## src/hdl/takf_pkg.sv

```systemverilog
// takf_pkg: types, constants and fixed-point helpers for the tilt angle kalman filter
// shared by the controller, the datapath and the top level; no dependencies
package takf_pkg;

	typedef struct packed {
		logic               axis;
		logic signed [15:0] accel_lateral;
		logic signed [15:0] accel_vertical;
		logic signed [31:0] gyro_rate;
	} sample_t;

	typedef struct packed {
		logic               axis_out;
		logic signed [31:0] angle_estimate;
		logic signed [31:0] bias_estimate;
	} result_t;

	// sign and magnitude value
	typedef struct packed {
		logic        neg;
		logic [63:0] mag;
	} smag_t;

	typedef struct packed {
		logic       load;
		logic       cinit;
		logic       cstep;
		logic [4:0] cstep_i;
		logic       mstep;
		logic [1:0] mpart;
		logic       mapply;
		logic [3:0] job;
		logic       pstep;
		logic       sstep;
		logic       dinit;
		logic       dstep;
		logic       dfin;
		logic       dsel;
		logic       estep;
		logic       wb;
	} cmd_t;

	typedef struct packed {
		logic out_free;
	} status_t;

	localparam int CFG_W = 48;
	localparam logic [1:0] CFG_SAMPLE_INTERVAL = 2'd0;
	localparam logic [1:0] CFG_ANGLE_NOISE     = 2'd1;
	localparam logic [1:0] CFG_BIAS_NOISE      = 2'd2;
	localparam logic [1:0] CFG_MEAS_NOISE      = 2'd3;

	localparam logic [31:0] RST_SAMPLE_INTERVAL = 32'd21474836;
	localparam logic [47:0] RST_ANGLE_NOISE     = 48'd28147;
	localparam logic [47:0] RST_BIAS_NOISE      = 48'd28147;
	localparam logic [47:0] RST_MEAS_NOISE      = 48'd28147497671;
	localparam logic [63:0] ONE_Q48             = 64'h0001_0000_0000_0000;

	localparam int CORDIC_STEPS = 28;
	localparam int MUL_PARTS    = 4;
	localparam int DIV_STEPS    = 112;
	localparam logic signed [33:0] PI_Q28 = 34'sd843314857;

	// multiply jobs, in issue order
	localparam logic [3:0] JOB_APRED  = 4'd0;
	localparam logic [3:0] JOB_P00A   = 4'd1;
	localparam logic [3:0] JOB_PCROSS = 4'd2;
	localparam logic [3:0] JOB_P00B   = 4'd3;
	localparam logic [3:0] JOB_APOST  = 4'd4;
	localparam logic [3:0] JOB_BPOST  = 4'd5;
	localparam logic [3:0] JOB_P10    = 4'd6;
	localparam logic [3:0] JOB_P11    = 4'd7;
	localparam logic [3:0] JOB_P00    = 4'd8;
	localparam logic [3:0] JOB_P01    = 4'd9;

	function automatic logic [31:0] cordic_atan(input logic [4:0] i);
		logic [31:0] r;
		case (i)
			5'd0:    r = 32'd210828714;
			5'd1:    r = 32'd124459457;
			5'd2:    r = 32'd65760959;
			5'd3:    r = 32'd33381290;
			5'd4:    r = 32'd16755422;
			5'd5:    r = 32'd8385879;
			5'd6:    r = 32'd4193963;
			5'd7:    r = 32'd2097109;
			5'd8:    r = 32'd1048571;
			5'd9:    r = 32'd524287;
			5'd10:   r = 32'd262144;
			default: r = 32'd1 << (5'd28 - i);
		endcase
		return r;
	endfunction

	function automatic smag_t sm_s(input logic [63:0] v);
		smag_t r;
		r.neg = v[63];
		r.mag = v[63] ? (~v + 64'd1) : v;
		return r;
	endfunction

	function automatic smag_t sm_u(input logic [63:0] v);
		smag_t r;
		r.neg = 1'b0;
		r.mag = v;
		return r;
	endfunction

	function automatic smag_t sm_neg(input smag_t a);
		smag_t r;
		r = a;
		if (a.mag != 64'd0) r.neg = ~a.neg;
		return r;
	endfunction

	function automatic smag_t sm_add(input smag_t a, input smag_t b);
		smag_t r;
		logic [64:0] sum;
		sum = {1'b0, a.mag} + {1'b0, b.mag};
		if (a.neg == b.neg) begin
			r.neg = a.neg;
			r.mag = sum[64] ? '1 : sum[63:0];
		end else if (a.mag >= b.mag) begin
			r.neg = a.neg;
			r.mag = a.mag - b.mag;
		end else begin
			r.neg = b.neg;
			r.mag = b.mag - a.mag;
		end
		if (r.mag == 64'd0) r.neg = 1'b0;
		return r;
	endfunction

	function automatic logic [31:0] sat32(input smag_t a);
		logic [31:0] r;
		if (!a.neg) r = (a.mag > 64'h7FFF_FFFF) ? 32'h7FFF_FFFF : a.mag[31:0];
		else r = (a.mag >= 64'h8000_0000) ? 32'h8000_0000 : (~a.mag[31:0] + 32'd1);
		return r;
	endfunction

	function automatic logic [63:0] sat64(input smag_t a);
		logic [63:0] r;
		if (!a.neg) r = a.mag[63] ? 64'h7FFF_FFFF_FFFF_FFFF : a.mag;
		else r = a.mag[63] ? 64'h8000_0000_0000_0000 : (~a.mag + 64'd1);
		return r;
	endfunction

	function automatic logic [63:0] satdiag(input smag_t a);
		return a.neg ? 64'd0 : a.mag;
	endfunction

endpackage

```

## src/hdl/takf_ctrl.sv

```systemverilog
// takf_ctrl: sequencer for one filter update (cordic, multiply jobs, divisions, writeback)
// depends on takf_pkg for command and status types and step counts
module takf_ctrl import takf_pkg::*; (
	input  logic    clk,
	input  logic    arst_n,
	input  logic    sample_valid,
	output logic    sample_ready,
	input  status_t stat,
	output cmd_t    cmd
);

	typedef enum logic [12:0] {
		S_IDLE  = 13'h0001,
		S_CINIT = 13'h0002,
		S_CSTEP = 13'h0004,
		S_MUL   = 13'h0008,
		S_MAPP  = 13'h0010,
		S_P00   = 13'h0020,
		S_SUM   = 13'h0040,
		S_DINIT = 13'h0080,
		S_DSTEP = 13'h0100,
		S_DFIN  = 13'h0200,
		S_ERR   = 13'h0400,
		S_OUT   = 13'h0800,
		S_SPARE = 13'h1000
	} ctrl_state_t;

	ctrl_state_t state_q, state_d;
	logic [6:0]  cnt_q, cnt_d;
	logic [3:0]  job_q, job_d;
	logic        dsel_q, dsel_d;

	always_ff @(posedge clk or negedge arst_n) begin
		if (!arst_n) begin
			state_q <= S_IDLE;
			cnt_q   <= '0;
			job_q   <= '0;
			dsel_q  <= 1'b0;
		end else begin
			state_q <= state_d;
			cnt_q   <= cnt_d;
			job_q   <= job_d;
			dsel_q  <= dsel_d;
		end
	end

	always_comb begin
		state_d      = state_q;
		cnt_d        = cnt_q;
		job_d        = job_q;
		dsel_d       = dsel_q;
		cmd          = '0;
		cmd.job      = job_q;
		cmd.dsel     = dsel_q;
		cmd.mpart    = cnt_q[1:0];
		cmd.cstep_i  = cnt_q[4:0];
		sample_ready = (state_q == S_IDLE);
		case (state_q)
			S_IDLE: begin
				if (sample_valid) begin
					cmd.load = 1'b1;
					state_d  = S_CINIT;
				end
			end
			S_CINIT: begin
				cmd.cinit = 1'b1;
				cnt_d     = '0;
				state_d   = S_CSTEP;
			end
			S_CSTEP: begin
				cmd.cstep = 1'b1;
				if (cnt_q == 7'(CORDIC_STEPS - 1)) begin
					cnt_d   = '0;
					job_d   = JOB_APRED;
					state_d = S_MUL;
				end else begin
					cnt_d = cnt_q + 7'd1;
				end
			end
			S_MUL: begin
				cmd.mstep = 1'b1;
				if (cnt_q == 7'(MUL_PARTS - 1)) begin
					cnt_d   = '0;
					state_d = S_MAPP;
				end else begin
					cnt_d = cnt_q + 7'd1;
				end
			end
			S_MAPP: begin
				cmd.mapply = 1'b1;
				job_d      = job_q + 4'd1;
				if (job_q == JOB_P00B) state_d = S_P00;
				else if (job_q == JOB_P01) state_d = S_OUT;
				else state_d = S_MUL;
			end
			S_P00: begin
				cmd.pstep = 1'b1;
				state_d   = S_SUM;
			end
			S_SUM: begin
				cmd.sstep = 1'b1;
				dsel_d    = 1'b0;
				state_d   = S_DINIT;
			end
			S_DINIT: begin
				cmd.dinit = 1'b1;
				cnt_d     = '0;
				state_d   = S_DSTEP;
			end
			S_DSTEP: begin
				cmd.dstep = 1'b1;
				if (cnt_q == 7'(DIV_STEPS - 1)) begin
					cnt_d   = '0;
					state_d = S_DFIN;
				end else begin
					cnt_d = cnt_q + 7'd1;
				end
			end
			S_DFIN: begin
				cmd.dfin = 1'b1;
				if (!dsel_q) begin
					dsel_d  = 1'b1;
					state_d = S_DINIT;
				end else begin
					state_d = S_ERR;
				end
			end
			S_ERR: begin
				cmd.estep = 1'b1;
				job_d     = JOB_APOST;
				state_d   = S_MUL;
			end
			S_OUT: begin
				if (stat.out_free) begin
					cmd.wb  = 1'b1;
					state_d = S_IDLE;
				end
			end
			default: state_d = S_IDLE;
		endcase
	end

endmodule

```

## config.mk

```make
export PLATFORM = sky130hd
export DESIGN_NAME = takf_ctrl
export DESIGN_NICKNAME = d
export VERILOG_FILES = /design/src/hdl/takf_pkg.sv /design/src/hdl/takf_ctrl.sv
export SDC_FILE = /design/constraint.sdc
export NUM_CORES = 1
export LEC_CHECK = 0
export BUFFER_PORTS_ARGS = -buffer_cell sky130_fd_sc_hd__buf_2
export CORE_MARGIN = 5
export CORE_UTILIZATION = 25
export CTS_CLUSTER_DIAMETER = 200
export DETAILED_ROUTE_END_ITERATION = 10
export PLACE_DENSITY = 0.49
export SLEW_MARGIN = 10
export SYNTH_ARGS = -nofsm -noshare
export SYNTH_HDL_FRONTEND = slang
export SYNTH_SLANG_ARGS = --single-unit
```

## constraint.sdc

```tcl
create_clock -name clk -period 2.4 [get_ports clk]
set_input_delay 0.48 -clock clk [delete_from_list [all_inputs] [get_ports clk]]
set_output_delay 0.48 -clock clk [all_outputs]
set_load 0.02 [all_outputs]
```

==> metrics.md, run 1 <==
| Metric | Value |
|---|---|
| Status | `complete, no violations` |
| Leakage power | `around 1.1 nW` |
| Clock share of power | `18.6%` |
| Switching portion of total power | `between 40% and 50%` |
| Ys Warns | `0` |
| Start of the worst register-to-register path | `state_q[4]$_DFFE_PN0P_` |
| Max FO, Critical Path | `4` |
| Distinct cells, synth | `51` |
| Area of the die | `around 0.009 sq mm` |
| Post-route ant nets | `0` |
| Net count, final | `247` |
| Synth Flop Type | `dfrtp_1` |
| Max Fclk | `424 MHz` |
| Worst slack, placed | `157 ps` |
| Setup WS post-layout | `40.4 ps` |
| Iter 0 DRT Violations | `62` |
| Avg Inst Size Synth | `8.70 sq um` |
| Comb power frac | `between 40 and 50%` |
| Peak VDD IR | `about 0.36 mV` |
| Chip width | `94.7 um` |
| Post-route clock period utilization | `98.3%` |
| Rows | `30` |
| Synth Register Bits | `24` |
| Clock Tree Root | `clkbuf_8` |
| Async S/R FF share, synth | `100%` |
| Top Ports | `29` |
| Relative slew slack | `60.7%` |
| Sequential power share | `31.6%` |
| CTS Buf Count | `3` |
| Final wirelength | `4720 um` |
| Main combinational cell family by area after synthesis | `simple AND/OR/NAND/NOR gates` |
| Core area | `0.00687 sq mm` |
| Psw | `around 0.83 mW` |
| CTS Hold Bufs | `0` |
| Final Skew | `2.97 ps` |
| Register area share after synthesis | `33.6%` |
| Post-Synth Adder-Cell Area | `2.09%` |
| GPL Wtd Cong | `0.783` |
| Total congestion overflow | `0` |
| Reg2reg path depth | `7` |
| Post-synthesis compound-gate area fraction | `15.0%` |
| Reg2reg end | `state_q[3]$_DFFE_PN0P_` |
| Clk buf depth | `2` |
| Via density | `4.79` |
| Slew Limit Fails | `0` |
| Int Pwr | `1.12 mW` |
| DP Wirelength | `~3500 um` |
| Placed Instances | `roughly 320` |
| Initial Util | `26.1%` |
| Overall power | `1.95 mW` |
| Filler cell count | `728` |
| Xor/xnor share of the synthesized area | `3.42%` |
| Post-synthesis mux area share | `0%` |
| I/O Buffers | `28` |
| Largest net degree at the start of global routing | `25` |
| Setup violators final | `0` |
| CP Launch Type | `flop` |
| Crit path time final | `about 2400 ps` |
| CTS tree | `done` |
| CTS H-tree lvls | `1` |
| Min-delay worst type | `input pin to async pin` |
| Post-Layout Cell Count | `335` |
| WP data arrival | `1880 ps` |
| Share of cells above drive strength 1 | `36.0%` |
| TritonRoute pass-1 iters | `4` |
| DR WL/cell | `14.1 um` |
| CTS Sinks | `24` |
| Antenna violations before repair | `0` |
| Crit Path Class | `flop to primary output` |
| Synth Area in Simple Gates | `36.1%` |
| Worst Setup End Kind | `primary output` |
| Fin. Hold Viols | `0` |
| Unrepaired setup endpoints after global routing | `true` |
| Power Dens Cells | `880 mW/mm^2` |
| Layout area overhead | `23.7%` |
| Cells after Synth | `206` |
| First-pass GRT wire length | `7780 um` |
| Final core utilization | `32.3%` |
| Post-Syn Area | `0.00179 sq mm` |
| Vias in the first global route | `1,596` |
| Clock Latency Late Sink | `270 ps` |
| DRC | `0` |
| Clk slew on worst S/H paths | `90 ps` |
| Die height | `94.7 um` |
| Synth Net Count | `213` |
| # diodes | `0` |
| Worst-margin pin slew | `roughly 590 ps` |
| Worst EP required | `1920 ps` |
| Reg-to-reg slack, setup | `between 200 and 250 ps` |
| Maxcap violations | `0` |
| Vias after detailed routing | `1,604` |
| EDFF count, synth | `0` |
| Setup TNS after final layout | `0 ps` |
| Total track usage | `10.8%` |
power by group through the flow:
stage	registers [mW]	logic, mW	clock network [mW]
floorplan	0.538	0.783	0
global placement	0.619	0.903	0
detailed placement	0.622	0.898	0
CTS	0.613	0.917	0.374
global route	0.637	1.08	0.397
finish	0.617	0.972	0.363
flip-flops by register name (all words and copies together), names as in the netlist:
register	flops
dsel_q	1
state_q	12
job_q	4
cnt_q	7
layout by cell type (no fill, tap or decap), types with 3 or more instances in the layout:
cell | synthesis | routed
nand4_1 | 8 | 8
xnor2_1 | 3 | 3
nand3_1 | 7 | 7
or2_2 | 5 | 5
nand2_1 | 20 | 18
nor3_1 | 9 | 7
and2_1 | 3 | 3
dfrtp_2 | 0 | 5
nor4_1 | 3 | 3
nor4_4 | 3 | 3
nor3b_1 | 4 | 4
buf_4 | 11 | 26
nor2_1 | 18 | 16
xor2_1 | 4 | 4
inv_1 | 5 | 4
o31ai_1 | 3 | 3
o211ai_1 | 6 | 6
clkbuf_8 | 0 | 3
ha_1 | 3 | 3
o21ai_0 | 13 | 13
buf_2 | 5 | 25
a21oi_1 | 3 | 3
nor2b_1 | 4 | 4
and3_1 | 3 | 3
dfrtp_1 | 23 | 18
synth_stat cells (4+ instances only):
cell type	instances	area, sq um
buf_2	5	25.0
nor2b_1	4	25.0
nor2_1	18	67.6
inv_1	5	18.8
nand4_1	8	50.1
o21ai_0	13	65.1
nor3b_1	4	30.0
or2_2	5	31.3
nor3_1	9	45.0
buf_4	11	82.6
nand2_1	20	75.1
dfrtp_1	23	576
o211ai_1	6	45.0
xor2_1	4	35.0
nand3_1	7	35.0
metal layers:
layer | up-vias | GRT usage [%] | share of wire (%)
met4 | 0 | 3.49 | 1.1
met3 | 4 | 1.67 | 1.9
li1 | 795 | - | -
met2 | 18 | 17.9 | 48
met5 | - | 0 | 0
met1 | 787 | 14.4 | 49
critical path, cell delays in order, from the launching register on:
cell and delay [ps]:
dfrtp_2 450, or4_1 570, nor3b_2 240, and3_1 210
buf_4 150
final cells by class:
cell class	instances	area, sq um	area share (%)
clock buffer	3	41.3	1.86
clock inverter	1	30.0	1.35
inverter	5	18.8	0.846
multi-input combinational	153	1050	47.2
sequential	24	608	27.4
tap	96	120	5.42
timing repair buffer	53	352	15.9
cell families after synthesis:
kind of cell / count (synthesis)
AOI/OAI and AO/OA: 38
and+or+nand+nor: 105
buffers and inverters: 29
adders and majority gates: 3
DFF: 24
xor gates and xnor gates: 7
worst max path at each step:
| stage | depth (start not counted) | endpoint | slack (ps) | startpoint |
|---|---|---|---|---|
| after floorplan | 5 | cmd[23] | 80 | state_q[5]$_DFFE_PN0P_ |
| after global placement | 4 | cmd[22] | 140 | state_q[5]$_DFFE_PN0P_ |
| after detailed placement | 4 | cmd[22] | 160 | state_q[5]$_DFFE_PN0P_ |
| after CTS | 5 | cmd[23] | 4 | state_q[8]$_DFFE_PN0P_ |
| after global routing | 4 | cmd[22] | -50 | state_q[7]$_DFFE_PN0P_ |
| final | 4 | cmd[22] | 40 | state_q[5]$_DFFE_PN0P_ |
stage by stage:
step / area (sq um) / hold WS, ps
floorplan: 1800 / 184
detailed placement: 1980 / 492
finish: 2220 / 203
global route: 2220 / 250
global placement: 1980 / 495
CTS: 2090 / 227
what timing repair did:
| item | in CTS | in global routing |
|---|---|---|
| setup buffers | 5 | 10 |
| setup endpoints to repair | 7 | 12 |
| pin swaps | 1 | 8 |
| gates resized for setup | 2 | 15 |
(Power assumes the default switching activity.)
==> run 2: changes to the inputs <==
CELL_PAD_IN_SITES_DETAIL_PLACEMENT = 0   (was not set)
CELL_PAD_IN_SITES_GLOBAL_PLACEMENT = 2   (was not set)
PLACE_DENSITY = 0.69   (was 0.49)
==> metrics.md, run 2 (synthesis results as in run 1) <==
| Metric | Value |
|---|---|
| Worst EP required | `1920 ps (about the same)` |
| CTS Buf Count | `3 (unchanged)` |
| CP Launch Type | `flop (unchanged)` |
| Min-delay worst type | `input pin to async pin (unchanged)` |
| Overall power | `1.82 mW (was 1.95 mW)` |
| Metal1 wirelength | `2500 um (was 2310 um)` |
| GPL Wtd Cong | `0.790 (was 0.783)` |
| Reg area | `612 sq um (was 608 sq um)` |
| Leakage power | `1.07 nW (was 1.08 nW)` |
| Reg2reg path depth | `8 (was 7)` |
| Net count, final | `249 (was 247)` |
| Clock Latency Late Sink | `280 ps (was 270 ps)` |
| DR WL/cell | `14.7 um (was 14.1 um)` |
| Total track usage | `11.1% (was 10.8%)` |
| Routed wl met3 | `159 um (was 90 um)` |
| Maxcap violations | `0 (unchanged)` |
| WP data arrival | `1870 ps (was 1880 ps)` |
| Max Fclk | `425 MHz (was 424 MHz)` |
| Slew Limit Fails | `0 (unchanged)` |
| First-pass GRT wire length | `7730 um (was 7780 um)` |
| Routed wl met2 | `2200 um (was 2270 um)` |
| CP max stage delay | `480 ps (was 570 ps)` |
| Final hold slack | `196 ps (was 203 ps)` |
| Critical path's slowest cell | `dfrtp_2 (was or4_1)` |
| DRC | `0 (unchanged)` |
| CP dominant cell by count | `buf_4` |
| # diodes | `0 (unchanged)` |
| Power Dens Cells | `830 mW/mm^2 (was 880 mW/mm^2)` |
| Final Skew | `5.58 ps (was 2.97 ps)` |
| Crit-path cells | `nor4_4 -> buf_4 -> buf_4 -> nand3b_4 -> nor2_1 -> buf_2 (was or4_1 -> nor3b_2 -> and3_1 -> buf_4)` |
| Post-route clock period utilization | `98.0% (was 98.3%)` |
| CTS H-tree lvls | `1 (unchanged)` |
| Post-Layout Cell Count | `337 (was 335)` |
| Buf/Inv on CP | `3 (was 1)` |
| Filler cell count | `733 (was 728)` |
| Max Used Layer | `met4 (unchanged)` |
| Vias in the first global route | `1,468 (was 1,596)` |
| Final core utilization | `32.0% (was 32.3%)` |
| Final wirelength | `4970 um (was 4720 um)` |
| Clk slew on worst S/H paths | `100 ps (was 90 ps)` |
| Initial Util | `26.1% (unchanged)` |
| CTS Sinks | `24 (unchanged)` |
| Chip width | `94.7 um (unchanged)` |
| Fin. Hold Viols | `0 (unchanged)` |
| Max reg flops | `12 (unchanged)` |
| Top reg by flops | `state_q (unchanged)` |
| Post-route ant nets | `0 (unchanged)` |
| Clock Tree Root | `clkbuf_8 (unchanged)` |
| Cell depth of the worst setup path | `6 (was 4)` |
| Core area | `0.00687 sq mm (unchanged)` |
| Relative slew slack | `57.7% (was 60.7%)` |
| Clk buf depth | `2 (unchanged)` |
| Most frequent cells in the layout | `28 x buf_4, 27 x buf_2, 19 x nand2_1 (was 26 x buf_4, 25 x buf_2, 18 x nand2_1, 18 x dfrtp_1, 16 x nor2_1)` |
| Antenna violations before repair | `0 (unchanged)` |
| Worst path top cell family by delay | `simple AND/OR/NAND/NOR gates (unchanged)` |
| Area of the die | `0.00897 sq mm (unchanged)` |
| Top flop regs | `state_q (12), cnt_q (7), job_q (4) (unchanged)` |
| Commonest non-fill, non-tap cell in the layout | `buf_4 (unchanged)` |
| Crit Path Class | `flop to primary output (unchanged)` |
| Die height | `94.7 um (unchanged)` |
| Peak VDD IR | `0.420 mV (was 0.362 mV)` |
| Total congestion overflow | `0 (unchanged)` |
| Unrepaired setup endpoints after global routing | `true (unchanged)` |
| Max FO, Critical Path | `7 (was 4)` |
| Iter 0 DRT Violations | `113 (was 62)` |
| Crit path time final | `2350 ps (was 2360 ps)` |
| Placed Instances | `318 (was 316)` |
| CTS tree | `done (unchanged)` |
| Layout area overhead | `22.7% (was 23.7%)` |
| Vias after detailed routing | `1,619 (was 1,604)` |
| Footprint of the multi-input gates | `0.00106 sq mm (was 0.00105 sq mm)` |
| Largest net degree at the start of global routing | `25 (unchanged)` |
| I/O Buffers | `28 (unchanged)` |
| Setup TNS after final layout | `0 ps (unchanged)` |
| CTS Hold Bufs | `0 (unchanged)` |
| Setup violators final | `0 (unchanged)` |
| Status | `complete, no violations (unchanged)` |
| Worst-margin pin slew | `629 ps (was 589 ps)` |
| Top Ports | `29 (unchanged)` |
| Via density | `4.80 (was 4.79)` |
| Worst Setup End Kind | `primary output (unchanged)` |
| TritonRoute pass-1 iters | `4 (unchanged)` |
| Share of cells above drive strength 1 | `37.8% (was 36.0%)` |
| Rows | `30 (unchanged)` |
| DP Wirelength | `3650 um (was 3520 um)` |
run 2: worst reg2reg max path, delay by kind of cell (launching register included):
family,cells,cell delay [ps]
compound gates,2,560
flops,1,480
buf+inv,3,530
simple gates,3,540
run 2: repair_timing:
item	4_1_cts	5_1_grt
gates resized for setup	6	12
buffers inserted	6	9
hold endpoints to repair	0	0
pin swaps	3	1
endpoints found under the setup margin	10	10
run 2: through the flow:
step / cell area, sq um / setup WS, ps
after floorplan: 1800 / 78.4
after global placement: 1990 / 183
after detailed placement: 1990 / 145
after CTS: 2090 / -10.6
after global routing: 2200 / -26.6
final: 2200 / 48.0
run 2: layer usage:
layer,up-vias,GRT usage (%)
li1,800,-
met1,780,15.9
met2,32,16.1
met3,7,1.35
met4,0,5.65
met5,-,0
run 2: power breakdown:
part / internal, mW / total [mW] / leakage (nW) / switching (mW)
logic: 0.401 / 0.949 / 0.755 / 0.548
clock network: 0.119 / 0.269 / 0.0228 / 0.150
registers: 0.481 / 0.606 / 0.289 / 0.125
total: 1.00 / 1.82 / 1.07 / 0.823
run 2: area by class of cell:
cell class	count	share of cell area (%)
repair buffers	55	15.7
multi-input cells	153	48.1
flip-flops and latches	24	27.8
inverters	5	0.853
well taps	96	5.46
clock buffers	4	2.05
run 2: worst paths after layout:
kind                                              from  slack, ps                endpoint
worst max-delay path            state_q[6]$_DFFE_PN0P_         50                 cmd[15]
worst min-delay path                            arst_n        200    cnt_q[3]$_DFFE_PN0P_
worst max register to register  state_q[6]$_DFFE_PN0P_        210    cnt_q[4]$_DFFE_PN0P_
worst min register to register      dsel_q$_DFFE_PN0P_        520  state_q[7]$_DFFE_PN0P_
max in group asynchronous                       arst_n       1770  state_q[6]$_DFFE_PN0P_
min in group clk                          sample_valid        440  state_q[1]$_DFFE_PN0P_
==> run 3: changes to the inputs <==
ABC_AREA = 1   (was not set)
PLACE_DENSITY = 0.75   (was 0.69)
==> metrics.md, run 3 <==
| Metric | Value |
|---|---|
| Async S/R FF share, synth | `100% (unchanged)` |
| Clock Latency Late Sink | `280 ps (about the same)` |
| Most frequent cell after synthesis | `nand2_1 (was dfrtp_1)` |
| Post-route ant nets | `0 (unchanged)` |
| Ys Warns | `0 (unchanged)` |
| Fin. Hold Viols | `0 (unchanged)` |
| DR WL/cell | `11.4 um (was 14.7 um)` |
| Via density | `4.08 (was 4.80)` |
| Area contributors post-synth | `dfrtp_1 32%, nand2_1 17%, nor2_1 10%, inv_1 9.7%, nand3_1 5.0% (was dfrtp_1 32%, buf_4 4.6%, nand2_1 4.2%, nor2_1 3.8%, o21ai_0 3.6%)` |
| Critical path's slowest cell | `dfrtp_1 (was dfrtp_2)` |
| Min-delay worst type | `input pin to async pin (unchanged)` |
| DRC | `0 (unchanged)` |
| Clock Tree Root | `clkbuf_8 (unchanged)` |
| Critical Path Source | `state_q[7]$_DFFE_PN0P_ (was state_q[6]$_DFFE_PN0P_)` |
| # diodes | `0 (unchanged)` |
| Net count, final | `314 (was 249)` |
| Synth Register Bits | `24 (unchanged)` |
| CTS H-tree lvls | `1 (unchanged)` |
| DP Wirelength | `3690 um (was 3650 um)` |
| First-pass GRT wire length | `7920 um (was 7730 um)` |
| Final wirelength | `4610 um (was 4970 um)` |
| Setup WS post-layout | `272 ps (was 48.0 ps)` |
| Setup TNS after final layout | `0 ps (unchanged)` |
| Antenna violations before repair | `0 (unchanged)` |
| Synth Net Count | `290 (was 213)` |
| CTS tree | `done (unchanged)` |
| Die height | `95.2 um (was 94.7 um)` |
| Avg Inst Size Synth | `6.42 sq um (was 8.70 sq um)` |
| Synth Flop Type | `dfrtp_1 (unchanged)` |
| Final Skew | `5.21 ps (was 5.58 ps)` |
| Slew Limit Fails | `0 (unchanged)` |
| Initial Util | `25.3% (was 26.1%)` |
| Core area | `0.00718 sq mm (was 0.00687 sq mm)` |
| TritonRoute pass-1 iters | `4 (unchanged)` |
| Post-synth top area cell | `dfrtp_1 (unchanged)` |
| Power Dens Cells | `921 mW/mm^2 (was 830 mW/mm^2)` |
| EDFF count, synth | `0 (unchanged)` |
| Worst Setup End Kind | `primary output (unchanged)` |
| I/O Buffers | `28 (unchanged)` |
| Clk buf depth | `2 (unchanged)` |
| Vias after detailed routing | `1,651 (was 1,619)` |
| Vias in the first global route | `1,653 (was 1,468)` |
| Setup violators final | `0 (unchanged)` |
| Cells after Synth | `283 (was 206)` |
| CP max stage delay | `410 ps (was 480 ps)` |
| Crit path time final | `2130 ps (was 2350 ps)` |
| WP data arrival | `1650 ps (was 1870 ps)` |
| Start of the worst register-to-register path | `cnt_q[0]$_DFFE_PN0P_ (was state_q[6]$_DFFE_PN0P_)` |
| CTS Hold Bufs | `0 (unchanged)` |
| Reg-to-reg slack, setup | `680 ps (was 210 ps)` |
| Area of the die | `0.00907 sq mm (was 0.00897 sq mm)` |
| Commonest non-fill, non-tap cell in the layout | `nand2_1 (was buf_4)` |
| Status | `complete, no violations (unchanged)` |
| Post-CTS sizing | `0 (was 6)` |
| Top-area cell type share of the netlist area | `31.7% (was 32.1%)` |
| Iter 0 DRT Violations | `69 (was 113)` |
| Register area share after synthesis | `33.1% (was 33.6%)` |
| Rows | `31 (was 30)` |
| Leakage power | `1.25 nW (was 1.07 nW)` |
| Relative slew slack | `61.6% (was 57.7%)` |
| Top reg by flops | `state_q (unchanged)` |
| Max Fclk | `470 MHz (was 425 MHz)` |
| Largest net degree at the start of global routing | `25 (unchanged)` |
| Top Ports | `29 (unchanged)` |
| Setup bufs post-CTS | `0 (was 6)` |
| Crit Path Class | `flop to primary output (unchanged)` |
| Distinct cells, synth | `27 (was 51)` |
| Clk slew on worst S/H paths | `100 ps (about the same)` |
| Worst-margin pin slew | `576 ps (was 629 ps)` |
| Reg2reg end | `state_q[0]$_DFFE_PN1P_ (was cnt_q[4]$_DFFE_PN0P_)` |
| Share of cells above drive strength 1 | `18.3% (was 37.8%)` |
| Total track usage | `11.0% (was 11.1%)` |
| Worst EP required | `1920 ps (about the same)` |
| Reg2reg path depth | `9 (was 8)` |
| Worst path top cell family by delay | `simple AND/OR/NAND/NOR gates (unchanged)` |
| CP Launch Type | `flop (unchanged)` |
| Most frequent cells in the layout | `80 x nand2_1, 50 x nor2_1, 47 x inv_1 (was 28 x buf_4, 27 x buf_2, 19 x nand2_1)` |
| Chip width | `95.2 um (was 94.7 um)` |
| Buf/Inv on CP | `1 (was 3)` |
| Maxcap violations | `0 (unchanged)` |
| Max FO, Critical Path | `6 (was 7)` |
| Filler cell count | `824 (was 733)` |
| Top flop regs | `state_q (12), cnt_q (7), job_q (4) (unchanged)` |
| Post-route clock period utilization | `88.7% (was 98.0%)` |
| GPL Wtd Cong | `0.773 (was 0.790)` |
| Worst slack, placed | `577 ps (was 145 ps)` |
| Crit-path cells | `nor2_2 -> nand2_4 -> nor2_4 -> nand2_1 -> nor2_1 -> buf_2 (was nor4_4 -> buf_4 -> buf_4 -> nand3b_4 -> nor2_1 -> buf_2)` |
| Unrepaired setup endpoints after global routing | `false (was true)` |
| Commonest cells post-synth | `80 x nand2_1, 50 x nor2_1, 47 x inv_1, 23 x dfrtp_1, 18 x nand3_1 (was 23 x dfrtp_1, 20 x nand2_1, 18 x nor2_1, 13 x o21ai_0, 11 x buf_4)` |
| Total congestion overflow | `0 (unchanged)` |
| Max reg flops | `12 (unchanged)` |
| CTS Buf Count | `3 (unchanged)` |
| Post-Syn Area | `0.00182 sq mm (was 0.00179 sq mm)` |
| Layout area overhead | `14.7% (was 22.7%)` |
| CTS Sinks | `24 (unchanged)` |
| Peak VDD IR | `0.368 mV (was 0.420 mV)` |
-- run 3: changes by cell type in the layout (fill, tap and decap cells not counted), moves of 7 or more --
cell	previous run	this run
buf_4	28	1
dfrtp_1	15	23
dfrtp_2	8	0
inv_1	5	47
nand2_1	19	80
nand3_1	7	18
nand4_1	8	1
nor2_1	16	50
o21ai_0	13	6
-- run 3: how the worst max path moves through the flow --
stage	to	cells past startpoint	slack [ps]
3_3_place_gp	cmd[23]	6	600
6_report	cmd[23]	6	270
3_5_place_dp	cmd[23]	6	580
2_1_floorplan	cmd[5]	5	640
5_1_grt	cmd[4]	6	130
4_1_cts	cmd[23]	6	250
-- run 3: final cells by class --
class	instances	area (sq um)	share of cell area (%)
Clock buffer	3	41.3	1.98
Clock inverter	1	30.0	1.44
Multi-Input combinational cell	198	947	45.5
Sequential cell	24	602	28.9
Timing Repair Buffer	29	148	7.09
Inverter	51	191	9.19
Tap cell	99	124	5.95
-- run 3: layer usage --
metal / track usage (%) / vias to the layer above / part of all wire (%)
met5: 0 / - / 0
met4: 1.44 / 0 / 0.41
met3: 2.29 / 2 / 3.6
met2: 18.9 / 23 / 48
met1: 14.5 / 735 / 48
li1: - / 891 / -
-- run 3: metrics by stage --
stage	instance area, sq um	std cells	power (mW)	hold slack [ps]	utilization (%)
finish	2080	405	1.92	187	29.0
global route	2080	405	2.11	239	29.0
CTS	2080	405	1.96	205	29.0
detailed placement	2010	401	1.57	496	28.0
global placement	2010	401	1.58	499	28.0
floorplan	1820	283	1.36	184	-
-- run 3: cells by family after synthesis --
kind of cell,after synthesis,share of synthesized area [%]
multiplexers,1,0.551
AO/OA/AOI/OAI,17,5.10
flip-flops,24,33.1
AND/OR/NAND/NOR,174,43.0
buffers and inverters,61,14.7
adder cells (fa/ha/maj),3,2.07
XOR/XNOR,3,1.45
-- run 3: report_power, final --
group          leakage, nW  switching (mW)  internal (mW)  total [mW]
Combinational        0.892           0.657          0.328       0.985
Sequential           0.325          0.0825          0.480       0.562
Clock               0.0357           0.148          0.223       0.372
Total                 1.25           0.888           1.03        1.92
